[config.mk]
export PLATFORM = sky130hd
export DESIGN_NAME = ecbb_div
export DESIGN_NICKNAME = d
export VERILOG_FILES = /design/src/rtl/core/ecbb_pkg.sv /design/src/rtl/core/ecbb_div.sv
export SDC_FILE = /design/constraint.sdc
export NUM_CORES = 1
export LEC_CHECK = 0
export ABC_AREA = 1
export BUFFER_PORTS_ARGS = -buffer_cell sky130_fd_sc_hd__buf_2
export CORE_MARGIN = 1
export CORE_UTILIZATION = 50
export CTS_BUF_LIST = sky130_fd_sc_hd__clkbuf_8
export DETAILED_ROUTE_END_ITERATION = 6
export PLACE_DENSITY = 0.82
export SLEW_MARGIN = 20
export SYNTH_ARGS = -nofsm -noshare
export SYNTH_HDL_FRONTEND = slang
export SYNTH_SLANG_ARGS = --single-unit
[constraint.sdc]
create_clock -name i_clk -period 7.15 [get_ports i_clk]
set_clock_uncertainty 0.2 [all_clocks]
set_input_delay 0.715 -clock i_clk [delete_from_list [all_inputs] [get_ports i_clk]]
set_output_delay 0.715 -clock i_clk [all_outputs]
set_load 0.02 [all_outputs]
[src/rtl/core/ecbb_pkg.sv]
// Shared types and constants for the edge-clipped box blur unit.
// Depends on nothing; every other source file but ecbb_ram imports it.
package ecbb_pkg;

    localparam int MAX_WIDTH  = 256;
    localparam int MAX_HEIGHT = 256;
    localparam int DEPTH      = MAX_WIDTH * MAX_HEIGHT;
    localparam int AW         = (DEPTH > 2) ? $clog2(DEPTH) : 1;

    localparam int CW    = 8;
    localparam int PW    = 3 * CW;
    localparam int CNTW  = 16;
    localparam int SW    = CNTW + CW;
    localparam int STEPW = $clog2(CW);

    localparam logic FUNC_STORE = 1'b0;
    localparam logic FUNC_QUERY = 1'b1;

    localparam logic [8:0] RST_IMG_W = 9'd256;
    localparam logic [8:0] RST_IMG_H = 9'd256;
    localparam logic [7:0] RST_WIN_W = 8'd3;
    localparam logic [7:0] RST_WIN_H = 8'd3;

    typedef enum logic [1:0] {
        REG_IMG_W = 2'd0,
        REG_IMG_H = 2'd1,
        REG_WIN_W = 2'd2,
        REG_WIN_H = 2'd3
    } t_reg_idx;

    typedef enum logic [2:0] {
        ST_IDLE,
        ST_READ,
        ST_DRAIN,
        ST_LOAD,
        ST_DIV
    } t_state;

    typedef struct packed {
        logic          func;
        logic [7:0]    x_coord;
        logic [7:0]    y_coord;
        logic [CW-1:0] red_in;
        logic [CW-1:0] green_in;
        logic [CW-1:0] blue_in;
    } t_req;

    typedef struct packed {
        logic [CW-1:0] red_out;
        logic [CW-1:0] green_out;
        logic [CW-1:0] blue_out;
    } t_rsp;

    typedef struct packed {
        logic [8:0] img_w;
        logic [8:0] img_h;
        logic [7:0] win_w;
        logic [7:0] win_h;
    } t_cfg;

    typedef logic [2:0][SW-1:0] t_sum3;
    typedef logic [2:0][CW-1:0] t_quot3;

endpackage

[src/rtl/core/ecbb_div.sv]
// Restoring divider for three channel sums by one pixel count, one quotient bit a cycle.
// Depends on ecbb_pkg.
module ecbb_div (
    input  logic                      i_clk,
    input  logic                      i_rst_n,
    input  logic                      i_start,
    input  ecbb_pkg::t_sum3           i_sum,
    input  logic [ecbb_pkg::CNTW-1:0] i_count,
    output logic                      o_done,
    output ecbb_pkg::t_quot3          o_quot
);
    import ecbb_pkg::*;

    t_sum3            r_rem, n_rem;
    t_quot3           r_quot, n_quot;
    logic [CNTW-1:0]  r_den;
    logic [STEPW-1:0] r_step;
    logic             r_busy;
    logic             r_done;
    logic [SW-1:0]    shifted;

    assign shifted = SW'(r_den) << r_step;

    always_comb begin
        n_rem  = r_rem;
        n_quot = r_quot;
        for (int i = 0; i < 3; i++) begin
            if (r_rem[i] >= shifted) begin
                n_rem[i]          = r_rem[i] - shifted;
                n_quot[i][r_step] = 1'b1;
            end
        end
    end

    always_ff @(posedge i_clk) begin
        if (!i_rst_n) begin
            r_busy <= 1'b0;
            r_done <= 1'b0;
        end else begin
            r_done <= r_busy && (r_step == '0);
            if (i_start) begin
                r_busy <= 1'b1;
            end else if (r_busy && (r_step == '0)) begin
                r_busy <= 1'b0;
            end
        end
    end

    always_ff @(posedge i_clk) begin
        if (i_start) begin
            r_rem  <= i_sum;
            r_den  <= i_count;
            r_quot <= '0;
            r_step <= STEPW'(CW - 1);
        end else if (r_busy) begin
            r_rem  <= n_rem;
            r_quot <= n_quot;
            r_step <= r_step - 1'b1;
        end
    end

    assign o_done = r_done;
    assign o_quot = r_quot;

endmodule

==> results.sh <==
export IMPL_max_freq_mhz=196
export IMPL_cts_sinks=117
export IMPL_critPathSlowestCell="dfxtp_1"
export IMPL_path_clk_slew_ps=80
export IMPL_grt_pass1_vias=9426
export IMPL_initial_core_util_pct=51.6
export IMPL_critical_path_class="register to register"
export IMPL_routed_wl_um=29000
export IMPL_first_pass_iters=6
export IMPL_path_cells="inv_1 -> nand2_1 -> a31oi_1 -> o21ai_0 -> ha_1 -> nand2_1 -> nor2_1 -> nand2_1 -> nor2_1 -> nand2_1 -> nand4_4 -> nand2_1 -> nand2_1"
export IMPL_nets=1733
export IMPL_layout_commonest_cell="nand2_1"
export IMPL_ant_nets=0
export IMPL_ys_seq_area_share_pct=32.9
export IMPL_worstSetupPathDepth=13
export IMPL_timing_rr_end="r_rem[9]$_DFFE_PP_"
export IMPL_avgSynthCellArea_um2=6.67
export IMPL_vias=9934
export IMPL_status="completed"
export IMPL_ys_warn_count=0
export IMPL_grt_max_degree=65
export IMPL_final_core_util_pct=57.7
export IMPL_fin_crit_sh_pct=71.2
export IMPL_io_buffers=115
export IMPL_p_leak_uw=0.00531
export IMPL_cts_tree="done"
export IMPL_synth_cell_type_count=32
export IMPL_timing_rr_start="r_step[0]$_SDFFE_PP1P_"
export IMPL_layout_drive_gt1_share_pct=12.2
export IMPL_dr_first_iter_drc_count=881
export IMPL_post_dp_hpwl_um=22400
export IMPL_yosys_most_used_dff="edfxtp_1"
export IMPL_synthesis_nets=1631
export IMPL_viasPerCell=5.40
export IMPL_insertedDiodeCount=0
export IMPL_cts_buffers_inserted=17
export IMPL_overflow=0
export IMPL_min_path_cells=1
export IMPL_ys_ff_latch=117
export IMPL_powerDensity_nw_per_um2=301
export IMPL_core_area_um2=19000
export IMPL_period_needed_ps=5090
export IMPL_rsz0062_at_grt="no"
export IMPL_dieWidth_um=142
export IMPL_slowest_delay_ps=900
export IMPL_synth_edf_count=88
export IMPL_h_tree_depth=4
export IMPL_ff2ff_setup_slack_ps=2060
export IMPL_setup_ws_ps=2060
export IMPL_wire_per_inst_um=15.7
export IMPL_hold_path_startpoint="i_count[10]"
export IMPL_drc_errors=0
export IMPL_hold_viol=0
export IMPL_hold_class="primary input to register"
export IMPL_crit_path_end_kind="register"
export IMPL_rows=50
export IMPL_required_ps=7050
export IMPL_cts_resized_gates=0
export IMPL_synth_area_leaders="edfxtp_1 27%, nand2_1 20%, ha_1 9.1%"
export IMPL_worstMarginPinSlew_ps=1050
export IMPL_peakVddDrop_mv=0.141
export IMPL_netlist_area_um2=9780
export IMPL_clock_latency_ps=490
export IMPL_reg2reg_depth=13
export IMPL_die_area_um2=20100
export IMPL_ioPinCount=116
export IMPL_maxCapViolations=0
export IMPL_cts_buffer_depth=2
export IMPL_dieHeight_um=142
export IMPL_syn_to_final_growth_pct=11.7
export IMPL_arrival_ps=4990
export IMPL_hold_path_endpoint="r_den[10]$_DFFE_PP_"
export IMPL_path_max_fanout=27
export IMPL_globalplace_congestion=0.989
export IMPL_cts_root_buffer="clkbuf_8"
export IMPL_async_flop_share_pct=0
export IMPL_post_cts_buffers=0
export IMPL_critPathLaunchType="register"
export IMPL_setup_violations=0
export IMPL_yosysTopAreaCellShare_pct=27.0
export IMPL_antenna_found_initial=0
export IMPL_drv_slew=0
export IMPL_synth_top_cell_by_area="edfxtp_1"
export IMPL_max_slew_margin_rel_pct=29.3
export IMPL_final_cell_mix="518 x nand2_1, 166 x inv_1, 115 x nor2_1"
export IMPL_hold_buffers=0
export IMPL_path_delay_family="simple AND/OR/NAND/NOR gates"
export IMPL_grtUsageTotal_pct=30.3
export IMPL_synth_cells=1466
export IMPL_grt_pass1_wl_um=46500
export IMPL_place_ws_ps=2090
export IMPL_fillCellCount=1863
export IMPL_path_buf_inv=1
export IMPL_tns_ps=0
export IMPL_cpMostUsedCell="nand2_1"
## cell usage after synthesis (3+ instances only)
cell type,instances
and2_1,8
or2_2,13
o21bai_1,10
o21ai_1,4
nor4_1,4
clkbuf_1,20
buf_1,5
nand2_2,12
edfxtp_1,88
o21ai_0,94
ha_1,71
mux2i_1,5
nor2_2,6
nor3_1,4
or2_1,6
nand3b_1,13
nand2_1,520
nor2_4,3
nand3_1,112
nor2_1,115
nand4_1,26
inv_1,166
fa_1,3
nand4_4,3
o21ai_2,3
a21oi_1,108
buf_2,9
dfxtp_1,29
a31oi_1,3
## cell families (layout without fill, tap and decap cells)
family / Yosys count / in the layout / share of synthesized area [%]
and+or+nand+nor: 845 / 845 / 37.1
AOI/OAI and AO/OA: 224 / 224 / 11.9
buffers and inverters: 201 / 316 / 7.83
DFF: 117 / 117 / 32.9
adders and majority gates: 74 / 74 / 9.70
muxes: 5 / 5 / 0.512
## report_power, final
group / switching, uW / internal, uW
combinational: 1160 / 588
sequential: 65.2 / 892
clock: 332 / 259
## worst max path at each step
| stage | to | startpoint |
|---|---|---|
| detailed placement | r_rem[47]$_DFFE_PP_ | r_step[0]$_SDFFE_PP1P_ |
| CTS | r_rem[45]$_DFFE_PP_ | r_step[0]$_SDFFE_PP1P_ |
| global route | r_rem[1]$_DFFE_PP_ | r_step[0]$_SDFFE_PP1P_ |
| global placement | r_rem[60]$_DFFE_PP_ | r_step[0]$_SDFFE_PP1P_ |
| finish | r_rem[9]$_DFFE_PP_ | r_step[0]$_SDFFE_PP1P_ |
| floorplan | r_rem[0]$_DFFE_PP_ | r_step[0]$_SDFFE_PP1P_ |
## cell type report
class | instances | area, um2 | area share (%)
flip-flops and latches | 117 | 3220 | 29.5
multi-input cells | 1148 | 5800 | 53.1
clock buffers | 18 | 248 | 2.27
clock inverters | 14 | 115 | 1.05
repair buffers | 117 | 593 | 5.43
well taps | 260 | 325 | 2.98
inverters | 167 | 627 | 5.74
## layer usage
layer	part of all wire, %	GRT usage, %
met3	7.4	6.04
met1	44	38.8
met5	0	0
met2	45	49.6
met4	3.3	13.0
## state kept, by name, indices dropped and copies added (netlist names)
signal / count
r_busy: 1
r_step: 3
o_done: 1
r_rem: 72
r_den: 16
o_quot: 24
## per-stage QoR
step / power, uW / std cells / hold WS (ps) / instance area, um2
final: 3300 / 1841 / 203 / 10900
after global placement: 2640 / 1809 / 236 / 10600
after detailed placement: 2670 / 1809 / 237 / 10600
after floorplan: 2250 / 1466 / 302 / 9780
after global routing: 3580 / 1841 / 186 / 10900
after CTS: 3270 / 1841 / 193 / 10900
Note: power is estimated with default switching activity, not from simulation.
