`config.mk`:
```
export PLATFORM = sky130hd
export DESIGN_NAME = ecbb_cfg
export DESIGN_NICKNAME = d
export VERILOG_FILES = /design/src/rtl/core/ecbb_pkg.sv /design/src/rtl/core/ecbb_cfg.sv
export SDC_FILE = /design/constraint.sdc
export NUM_CORES = 1
export LEC_CHECK = 0
export ABC_AREA = 1
export BUFFER_PORTS_ARGS = -buffer_cell sky130_fd_sc_hd__buf_4
export CORE_UTILIZATION = 44
export CTS_BUF_LIST = sky130_fd_sc_hd__clkbuf_4 sky130_fd_sc_hd__clkbuf_8
export DETAILED_ROUTE_END_ITERATION = 8
export PLACE_DENSITY = 0.8
export SYNTH_ARGS = -nofsm -noshare
export SYNTH_HDL_FRONTEND = slang
export SYNTH_SLANG_ARGS = --single-unit
```
`constraint.sdc`:
```
create_clock -name i_clk -period 1.1 [get_ports i_clk]
set_input_delay 0.11 -clock i_clk [delete_from_list [all_inputs] [get_ports i_clk]]
set_output_delay 0.11 -clock i_clk [all_outputs]
set_load 0.05 [all_outputs]
```
`src/rtl/core/ecbb_pkg.sv`:
```
// Shared types and constants for the edge-clipped box blur unit.
// Depends on nothing; every other source file but ecbb_ram imports it.
package ecbb_pkg;

    localparam int MAX_WIDTH  = 256;
    localparam int MAX_HEIGHT = 256;
    localparam int DEPTH      = MAX_WIDTH * MAX_HEIGHT;
    localparam int AW         = (DEPTH > 2) ? $clog2(DEPTH) : 1;

    localparam int CW    = 8;
    localparam int PW    = 3 * CW;
    localparam int CNTW  = 16;
    localparam int SW    = CNTW + CW;
    localparam int STEPW = $clog2(CW);

    localparam logic FUNC_STORE = 1'b0;
    localparam logic FUNC_QUERY = 1'b1;

    localparam logic [8:0] RST_IMG_W = 9'd256;
    localparam logic [8:0] RST_IMG_H = 9'd256;
    localparam logic [7:0] RST_WIN_W = 8'd3;
    localparam logic [7:0] RST_WIN_H = 8'd3;

    typedef enum logic [1:0] {
        REG_IMG_W = 2'd0,
        REG_IMG_H = 2'd1,
        REG_WIN_W = 2'd2,
        REG_WIN_H = 2'd3
    } t_reg_idx;

    typedef enum logic [2:0] {
        ST_IDLE,
        ST_READ,
        ST_DRAIN,
        ST_LOAD,
        ST_DIV
    } t_state;

    typedef struct packed {
        logic          func;
        logic [7:0]    x_coord;
        logic [7:0]    y_coord;
        logic [CW-1:0] red_in;
        logic [CW-1:0] green_in;
        logic [CW-1:0] blue_in;
    } t_req;

    typedef struct packed {
        logic [CW-1:0] red_out;
        logic [CW-1:0] green_out;
        logic [CW-1:0] blue_out;
    } t_rsp;

    typedef struct packed {
        logic [8:0] img_w;
        logic [8:0] img_h;
        logic [7:0] win_w;
        logic [7:0] win_h;
    } t_cfg;

    typedef logic [2:0][SW-1:0] t_sum3;
    typedef logic [2:0][CW-1:0] t_quot3;

endpackage

```
`src/rtl/core/ecbb_cfg.sv`:
```
// APB-style register file for image and window sizes.
// Depends on ecbb_pkg.
module ecbb_cfg (
    input  logic          i_clk,
    input  logic          i_rst_n,
    input  logic          psel,
    input  logic          penable,
    input  logic          pwrite,
    input  logic [3:0]    paddr,
    input  logic [31:0]   pwdata,
    output logic [31:0]   prdata,
    output logic          pready,
    output ecbb_pkg::t_cfg o_cfg
);
    import ecbb_pkg::*;

    t_cfg     r_cfg;
    t_reg_idx idx;
    logic     wr;

    assign idx    = t_reg_idx'(paddr[3:2]);
    assign wr     = psel && penable && pwrite;
    assign pready = 1'b1;
    assign o_cfg  = r_cfg;

    always_ff @(posedge i_clk) begin
        if (!i_rst_n) begin
            r_cfg.img_w <= RST_IMG_W;
            r_cfg.img_h <= RST_IMG_H;
            r_cfg.win_w <= RST_WIN_W;
            r_cfg.win_h <= RST_WIN_H;
        end else if (wr) begin
            unique case (idx)
                REG_IMG_W: r_cfg.img_w <= pwdata[8:0];
                REG_IMG_H: r_cfg.img_h <= pwdata[8:0];
                REG_WIN_W: r_cfg.win_w <= pwdata[7:0];
                REG_WIN_H: r_cfg.win_h <= pwdata[7:0];
                default:   r_cfg.win_h <= r_cfg.win_h;
            endcase
        end
    end

    always_comb begin
        prdata = '0;
        unique case (idx)
            REG_IMG_W: prdata = {23'd0, r_cfg.img_w};
            REG_IMG_H: prdata = {23'd0, r_cfg.img_h};
            REG_WIN_W: prdata = {24'd0, r_cfg.win_w};
            REG_WIN_H: prdata = {24'd0, r_cfg.win_h};
            default:   prdata = '0;
        endcase
    end

endmodule

```
==> out/results.md <==
| Group | Result | Value |
| --- | --- | --- |
| run status | Result of the run | finished, violations left |
| run status | Violated checks | setup timing |
| routing | Routed Wire Length | 4.736 mm |
| global routing | Combined global-route utilization of all metal layers | 22.36% |
| timing | Maximum achievable frequency | 902.3 MHz |
| worst setup path | FF-to-FF setup slack | 360 ps |
| clock network | Clock tree from TritonCTS | built |
| synthesis | Number of standard cells after synthesis | 270 |
| worst setup path | Peak fanout along the critical path | 2 |
| power | Total leakage power | 1.232 nW |
| timing | Post-route fraction of the period consumed by the critical path | 100.8% |
| synthesis | Count of state elements after synthesis | 34 |
| synthesis | Fraction of registers with async set/reset | 0% |
| place | Routability cong. | 0.7772 |
| power | Tot Pwr | 2.901 mW |
| worst setup path | Worst EP required | 990 ps |
| floorplanning | Starting Density | 47.05% |
| routing | Average routed wire per standard cell | 11.99 µm |
| floorplanning | Number of I/O pins | 108 |
| timing | Final setup TNS | -8.260 ps |
| routing | Count of unresolved DRC violations after routing | 0 |
| floorplanning | Core region area | 3771 µm² |
| place | Detailed Place HPWL | 3.247 mm |
| power | Maximum VDD drop | 778.5 µV |
| worst setup path | Worst path cell trace | a22o_4, buf_8 |
| timing | Setup repair after global routing missed its margin | yes |
| global routing | Maximum number of pins on one net before global-route repair | 35 |
| timing | Fin crit period | 1108 ps |
| clock network | Number of levels in the clock H-tree | 2 |
| clock network | Worst-case clock buffer depth | 2 |
| hold path | Hold-critical path depth | 3 |
| synthesis | Number of distinct library cell variants in the gate-level netlist after synthesis | 17 |
| place | Area after DPL | 2291 µm² |
| floorplanning | Number of rows in the core area | 22 |
| global routing | Antenna violations before repair | 0 |
| hold path | Hold Startpoint | pwdata[8] |
| worst setup path | R2r endpoint | o_cfg[24] |
| cells and area | Commonest cells after routing, fill and taps aside | sky130_fd_sc_hd__nand2_1, sky130_fd_sc_hd__buf_4, sky130_fd_sc_hd__nor2_1 |
| worst setup path | Setup Crit Path Kind | flop to output port |
| synthesis | Top cells by area in the synthesized netlist | sky130_fd_sc_hd__dfxtp_1, sky130_fd_sc_hd__nand2_1, sky130_fd_sc_hd__nor2_1 |
| synthesis | Cell taking the most area after synthesis | sky130_fd_sc_hd__dfxtp_1 |
| worst setup path | Critical register-to-register path startpoint | o_cfg[24] |
| timing | Hold violation count in the final report | 0 |
| cells and area | Number of nets in the layout | 389 |
| cells and area | Number of diodes | 0 |
| worst setup path | Arrival time at the worst endpoint | 1000 ps |
| routing | Number of DRC markers after the initial detailed-route iteration | 109 |
| cells and area | Post-Layout Inst Area | 2509 µm² |
| global routing | Total global routing overflow | 0 |
| place | Port-buffer cells | 58 |
| worst setup path | Critical path launch point type | flop |
| cells and area | Final core occ | 66.52% |
| clock network | Clk root buf | sky130_fd_sc_hd__clkbuf_8 |
| clock network | Clock Latency Late Sink | 280 ps |
| clock network | Clock sinks | 34 |
| synthesis | Synth warnings | 0 |
| hold path | Worst min-delay path class | primary input to flop |
| floorplanning | X dimension of the die | 65.50 µm |
| synthesis | Fraction of post-synthesis cell area in the top cell type by area | 38.36% |
| hold path | Worst Hold Path EP | o_cfg[33] |
| cells and area | Area growth from synthesis to layout | 41.40% |
| worst setup path | Type of destination of the critical path | output port |
| synthesis | Most used flip-flop cell after synthesis | sky130_fd_sc_hd__dfxtp_1 |
| floorplanning | Die area | 4290 µm² |
| timing | Final Max Tran Viols | 0 |
| global routing | First-pass GRT wire length | 7.341 mm |
| routing | First-pass detailed-route iteration total | 6 |
| cells and area | Ratio of cells with drive above 1 in the final layout | 39.48% |
| power | Total power per unit cell area | 1157 nW/µm² |
| timing | Final Skew | 0 ps |
| cells and area | Commonest non-fill, non-tap cell in the layout | sky130_fd_sc_hd__nand2_1 |
| routing | Routed via count divided by cell count | 4.780 |
| clock network | Clock transition time at the flip-flop clock pins of the worst setup and hold paths | 70 ps |
| synthesis | Synth Area per Inst | 6.571 µm² |
| worst setup path | Largest incremental delay on the critical path | 330 ps |
| run | Max cap viols | 0 |
| timing | Final WS setup | -8.260 ps |
| synthesis | EDFF count, synth | 0 |
| floorplanning | Height of the die | 65.50 µm |
| worst setup path | Crit-path slowest cell | sky130_fd_sc_hd__dfxtp_2 |
| clock network | Cts bufs inserted | 5 |
| synthesis | Cell area after synthesis | 1774 µm² |
| timing | # setup viols final | 1 |
| routing | Post-DRT Antenna Nets | 0 |
| worst setup path | R2r worst-path depth | 3 |
| global routing | Via count of the first global-routing pass | 1613 |
| place | Worst slack at placement | 8.235 ps |
| routing | Detailed-route via count | 1888 |
| cells and area | Number of flip-flops under the largest register name | 34 |
| synthesis | Share of synthesized area occupied by flip-flops and latches | 38.36% |
how the worst max path moves through the flow:
stage	from	end	slack, ps
floorplan	o_cfg[16]	prdata[0]	1
global placement	paddr[2]	prdata[7]	20
detailed placement	paddr[2]	prdata[6]	8
CTS	o_cfg[33]	prdata[8]	-6
global route	o_cfg[33]	prdata[8]	-30
finish	o_cfg[33]	prdata[8]	-8
per-layer routing:
layer	track usage (%)	vias up	share of wire (%)	wire, µm
met5	0	-	0	0
met2	35.57	90	50	2361
li1	-	948	-	-
met4	8.152	0	1.1	50
met1	28.86	841	41	1948
met3	5.903	9	7.9	376
stage by stage:
stage,cells,hold slack [ps]
3_5_place_dp,379,344.5
3_3_place_gp,379,336.3
5_1_grt,395,52.11
4_1_cts,387,50.99
2_1_floorplan,292,236.1
6_report,395,51.90
worst max-delay path: cells and delay by family (launching register included):
family / cells / cell delay, ps
buf+inv: 1 / 150
compound gates: 1 / 240
flops: 1 / 330
synth_stat cells, types with 2 or more instances:
cell type / number
sky130_fd_sc_hd__clkbuf_1: 3
sky130_fd_sc_hd__conb_1: 2
sky130_fd_sc_hd__o21ai_0: 2
sky130_fd_sc_hd__nor2_4: 2
sky130_fd_sc_hd__nor2_2: 5
sky130_fd_sc_hd__buf_2: 3
sky130_fd_sc_hd__nand2_1: 77
sky130_fd_sc_hd__buf_4: 26
sky130_fd_sc_hd__buf_1: 2
sky130_fd_sc_hd__inv_1: 10
sky130_fd_sc_hd__nand3_1: 35
sky130_fd_sc_hd__nand4_1: 8
sky130_fd_sc_hd__inv_2: 2
sky130_fd_sc_hd__nor2_1: 57
sky130_fd_sc_hd__dfxtp_1: 34
report_power, final:
part | switching [mW] | internal, mW
combinational | 0.526 | 0.198
sequential | 0.0219 | 1.26
clock | 0.410 | 0.482
area by class of cell:
type,count,area [µm²]
flip-flops and latches,34,723.2
well taps,48,60.06
fillers,333,1262
repair buffers,84,688.2
multi-input cells,211,907.1
clock buffers,6,82.58
inverters,12,47.55
cells by family (layout without fill, tap and decap cells):
family / after synthesis / after routing / synth area share (%)
AO/OA/AOI/OAI: 3 / 3 / 1.058
buffers and inverters: 47 / 102 / 16.08
flip-flops: 34 / 34 / 38.36
other: 2 / 24 / 0.4233
AND/OR/NAND/NOR: 184 / 184 / 44.08
repair_timing:
| item | CTS | global route |
|---|---|---|
| hold buffers | 0 | 0 |
| gates cloned | 0 | 0 |
| pin swaps | 1 | 9 |
| setup endpoints to repair | 1 | 9 |
| buffers inserted | 2 | 8 |
| resized for setup | 5 | 12 |
Power figures use the tool's default switching activity.
